===== src/design/qvr_pkg.sv =====
// Shared widths and types for the quaternion point rotation pipeline.
`default_nettype none

package qvr_pkg;

   localparam int QuatW  = 16;              // Q2.14 quaternion component
   localparam int PtW    = 24;              // Q12.12 point / result component
   localparam int ProdW  = QuatW + PtW;     // q*p partial product
   localparam int TW     = ProdW + 2;       // sum of four q*p products
   localparam int HalfW  = TW / 2;          // split point of t for second multiply
   localparam int LoW    = HalfW + 1 + QuatW;
   localparam int HiW    = (TW - HalfW) + QuatW;
   localparam int TqW    = TW + QuatW;      // full t*q product
   localparam int RW     = TqW + 2;         // sum of four t*q products
   localparam int FracSh = 28;
   localparam int ShW    = RW - FracSh;
   localparam int Stages = 6;

   typedef logic signed [QuatW-1:0] quat_type;
   typedef logic signed [PtW-1:0]   pt_type;
   typedef logic signed [ProdW-1:0] prod_type;
   typedef logic signed [TW-1:0]    t_type;
   typedef logic signed [LoW-1:0]   lo_type;
   typedef logic signed [HiW-1:0]   hi_type;
   typedef logic signed [TqW-1:0]   tq_type;
   typedef logic signed [RW-1:0]    r_type;
   typedef logic signed [ShW-1:0]   sh_type;

   localparam pt_type SatMax = {1'b0, {(PtW-1){1'b1}}};
   localparam pt_type SatMin = {1'b1, {(PtW-1){1'b0}}};

   // Advance strobes for the two register stages of the split multiplier.
   typedef struct packed {
      logic part;
      logic sum;
   } qvr_adv_type;

endpackage

`default_nettype wire


===== src/design/qvr_wide_mul.sv =====
// Two-stage split multiplier: 42-bit signed t times 16-bit signed q.
`default_nettype none

module qvr_wide_mul import qvr_pkg::*; (
   input  wire         clock,
   input  qvr_adv_type adv,
   input  t_type       t_val,
   input  quat_type    q_val,
   output tq_type      prod
);

   lo_type lo_in, lo_ff;
   hi_type hi_in, hi_ff;
   tq_type prod_in, prod_ff;

   always_comb begin
      // low half is unsigned, high half carries the sign
      lo_in   = lo_type'($signed({1'b0, t_val[HalfW-1:0]})) * lo_type'(q_val);
      hi_in   = hi_type'($signed(t_val[TW-1:HalfW])) * hi_type'(q_val);
      prod_in = (tq_type'(hi_ff) <<< HalfW) + tq_type'(lo_ff);
   end

   always_ff @(posedge clock) begin
      if (adv.part) begin
         lo_ff <= lo_in;
         hi_ff <= hi_in;
      end
      if (adv.sum) begin
         prod_ff <= prod_in;
      end
   end

   assign prod = prod_ff;

endmodule

`default_nettype wire


===== config.mk =====
export PLATFORM = sky130hd
export DESIGN_NAME = qvr_wide_mul
export DESIGN_NICKNAME = d
export VERILOG_FILES = /design/src/design/qvr_pkg.sv /design/src/design/qvr_wide_mul.sv
export SDC_FILE = /design/constraint.sdc
export NUM_CORES = 2
export LEC_CHECK = 0
export ABC_AREA = 1
export BUFFER_PORTS_ARGS = -buffer_cell sky130_fd_sc_hd__buf_4
export CAP_MARGIN = 10
export CORE_UTILIZATION = 52
export DETAILED_ROUTE_END_ITERATION = 10
export GPL_TIMING_DRIVEN = 0
export PLACE_DENSITY = 0.8
export SYNTH_ARGS = -nofsm -noshare
export SYNTH_HDL_FRONTEND = slang
export SYNTH_SLANG_ARGS = --single-unit

===== constraint.sdc =====
create_clock -name clock -period 20.7 [get_ports clock]
set_clock_uncertainty 0.05 [all_clocks]
set_input_delay 4.14 -clock clock [delete_from_list [all_inputs] [get_ports clock]]
set_output_delay 4.14 -clock clock [all_outputs]
set_load 0.02 [all_outputs]

# --- Yosys cells after proc, flatten, opt, wreduce, memory -nomap -nowiden ---
# Cells that the tools add are included.
totals:
  register_bits: 133
  inputBits: 61
  output_inout_bits: 58
  word_cells: 6
op_classes:
  add_sub_neg: 1
  n_mul: 2
op_table:
  columns: ["cell", "n"]
  rows:
  - ["$add 58x38->58", 1]
  - ["$mul 22x16->38", 1]
  - ["$mul 21x16->37", 1]

# --- Logic depth before layout (Yosys ltp) ---
depth:
  word_depth: 1
  depth_mapped: 27
  mapped_depth_nobuf: 25

# --- Worst setup path after synthesis ---
# Ideal clock, no wire load.
synth_path:
  path_kind: "input-to-reg"
  from: "in q_val[4]"
  to: "reg hi_ff[36] (data pin)"
  setup_time_ps: 254
  t_arrival_ps: 9087
  t_required_ps: 20396
  path_slack_ps: 11309
  cell_stages: 20
  path_buffers: 2
  cell_sequence: "clkbuf_1 clkbuf_1 nand2_1 fa_1 inv_1 fa_1 fa_1 inv_1 fa_1 fa_1 fa_1 inv_1 ha_1 nand2_1 nor2_1 nand2_1 nor2_1 nand3_1 nand4_1 nand2_1"
synth_between:
  elab_chain_len: 1
synth_lines:
  columns: ["element", "line_no", "text"]
  rows:
  - ["from (decl)", "qvr_wide_mul.sv:8", "input quat_type q_val,"]
  - ["$mul 21x16->37", "qvr_wide_mul.sv:19", "hi_in = hi_type'($signed(t_val[TW-1:HalfW])) * hi_type'(q_val);"]
  - ["net hi_in[36]", "qvr_wide_mul.sv:13", "hi_type hi_in, hi_ff;"]
  - ["to (signal assigned)", "qvr_wide_mul.sv:26", "hi_ff <= hi_in;"]
  - ["to (decl)", "qvr_wide_mul.sv:13", null]
# The timed path passes the listed nets, and every way through them passes these cells.
# A chain may end at the register's enable or synchronous reset.

# --- Final worst setup path ---
layout_path:
  from: "in q_val[3]"
  to: "reg hi_ff[36] (data pin)"
# The elaborated chain is that of the path after synthesis.

==> impl_metrics.json <==
{
  "antenna_left": 0,
  "holdBufCountCts": 0,
  "cpMostUsedCell": "fa_1",
  "crit_buf_inv": 5,
  "portBuffers": 76,
  "yosysTopAreaCell": "fa_1",
  "nets": 5250,
  "place_hpwl_um": 79300,
  "tightest_slew_ps": 1280,
  "postSynthAreaPerCell_um2": 7.65,
  "num_rows": 91,
  "setup_viol": 0,
  "antenna_found_initial": 3,
  "fin_ws_ps": 9790,
  "grt_pass1_vias": 27500,
  "n_fill_cell": 5679,
  "cp.arrival_ps": 11050,
  "fin_crit_ps": 10910,
  "async_flop_share": 0,
  "drtIter0Drc": 2412,
  "rsz0062_at_grt": "no",
  "synth_edf_count": 133,
  "drt_first_pass_iters": 9,
  "setup_tns_ps": 0,
  "clock_latency_ps": 430,
  "syn_nets": 5155,
  "dieHeight_um": 252,
  "timing.fmax_mhz": 91.6,
  "crit_path_top_delay_cell": "clkbuf_1",
  "pin_count": 119,
  "drive_gt1_frac": 0.0385,
  "totalWireLength_um": 94200,
  "critical_path.cell_chain": "clkbuf_1 > clkbuf_1 > nand2_1 > inv_1 > fa_1 > fa_1 > fa_1 > inv_1 > fa_1 > fa_1 > fa_1 > inv_1 > ha_1 > a21oi_1 > nand3_1 > a21oi_1 > nand3_1 > nand2_1 > nand2_1",
  "seq_area_frac_synth": 0.123,
  "die_x_um": 252,
  "status": "finished, violations left",
  "cts_buffers": 17,
  "clock-sinks": 133,
  "start_util": 0.526,
  "clk_path_buf_depth": 2,
  "yosys-top-cells-count": "nand2_1, inv_1, fa_1",
  "viasPerCell": 5.22,
  "post_cts_resized": 0,
  "whs_ps": 362,
  "reg2reg_depth": 11,
  "yosysWarnings": 0,
  "synth_area_um2": 32400,
  "yosys_register_bits": 133,
  "cts_tree": "yes",
  "crit_path_start": "q_val[3]",
  "synth_cell_types": 34,
  "min_from": "lo_ff[4]",
  "startpoint_type": "primary input",
  "grt_max_degree": 76,
  "synth_top_area_share": 0.369,
  "clock-root-buffer": "clkbuf_16",
  "dpl.cell_count": 5150,
  "r2r_end": "prod[48]",
  "r2r_start": "lo_ff[37]",
  "holdPathEnd": "prod[4]",
  "slew_headroom": 0.144,
  "end_kind": "flop",
  "post-route-period-util": 0.527,
  "hold_violations": 0,
  "wire_per_inst_um": 18.2,
  "ys.flop_type": "edfxtp_1",
  "cts_setup_buffers": 0,
  "stdcell_count": 5179,
  "yosys-top-cells-area": "fa_1, nand2_1, inv_1",
  "min_path_cells": 0,
  "grt_overflow": 0,
  "track_usage": 0.310,
  "syn2layout_area_growth_pct": 6.55,
  "crit_fanout": 10,
  "clkTransAtPathRegs_ps": 50,
  "violations": "DRC",
  "netlist_instances": 4237,
  "hold_class": "reg -> reg",
  "gp_congestion": 1.02,
  "path_class": "in -> reg",
  "drv_slew": 0,
  "cp.required_ps": 20830,
  "htreeDepth": 4,
  "fp.coreArea_um2": 61600,
  "dp_slack_ps": 9570,
  "grt_pass1_wl_um": 149000,
  "yosysMostFrequentCell": "nand2_1",
  "slowest_delay_ps": 1010,
  "cp_top_family": "adder cells",
  "maxCapViolCount": 0,
  "ff2ff_setup_slack_ps": 18050,
  "drc": 4,
  "via_count": 27000,
  "dieArea_um2": 63300
}
==> area by class of cell <==
class / count / area [um^2] / area share
Buffer: 148 / 556 / 0.0161
Clock inverter: 7 / 61.3 / 0.00178
Timing Repair Buffer: 76 / 571 / 0.0165
Tap cell: 837 / 1050 / 0.0303
Clock buffer: 21 / 440 / 0.0128
Sequential cell: 133 / 3990 / 0.116
Inverter: 1233 / 4630 / 0.134
Multi-Input combinational cell: 2723 / 23200 / 0.673
Antenna cell: 1 / 2.50 / 0.0000725
==> per-layer routing <==
layer / GRT usage / up-vias / routed length, um
met1: 0.410 / 13000 / 37300
li1: - / 12300 / -
met4: 0.129 / 4 / 4350
met2: 0.484 / 1461 / 40900
met3: 0.0797 / 301 / 11700
met5: 0 / - / 30
==> kinds of logic after synthesis <==
group	count (synthesis)	share of synthesized area
XOR/XNOR	63	0.0170
AND/OR/NAND/NOR	1653	0.205
buffers and inverters	1381	0.160
flip-flops	133	0.123
adder cells (fa/ha/maj)	857	0.469
AO/OA/AOI/OAI	150	0.0258
==> stage by stage <==
| step | utilization | cell area, um^2 |
|---|---|---|
| after detailed placement | 0.552 | 34000 |
| after global placement | 0.552 | 34000 |
| final | 0.561 | 34500 |
| after global routing | 0.560 | 34500 |
| after floorplan | - | 32400 |
| after CTS | 0.560 | 34500 |
==> registers in the layout (all words and copies together) (netlist names) <==
signal	count
prod	58
lo_ff	38
hi_ff	37
==> worst max path at each step <==
stage,end,slack (ps),depth (start not counted)
after floorplan,hi_ff[36],11310,20
after global placement,hi_ff[36],9680,19
after detailed placement,hi_ff[36],9570,19
after CTS,hi_ff[36],9990,19
after global routing,hi_ff[36],9570,19
final,hi_ff[36],9790,19
==> layout by cell type, fill, tap and decap left out, types with 15 or more instances in the layout <==
cell / netlist / final
xor2_1: 55 / 55
nand4_1: 21 / 21
clkbuf_1: 146 / 150
buf_4: 0 / 76
a21oi_1: 91 / 91
ha_1: 260 / 260
inv_1: 1218 / 1218
or2_2: 15 / 15
o21ai_0: 19 / 19
o21bai_1: 24 / 24
edfxtp_1: 133 / 133
clkbuf_16: 0 / 17
fa_1: 597 / 597
nand3_1: 107 / 107
nor2_1: 191 / 191
nand2_1: 1264 / 1264
Power is not shown: default switching activity piles up to over one toggle a cycle in this logic, so the estimate is an artifact.
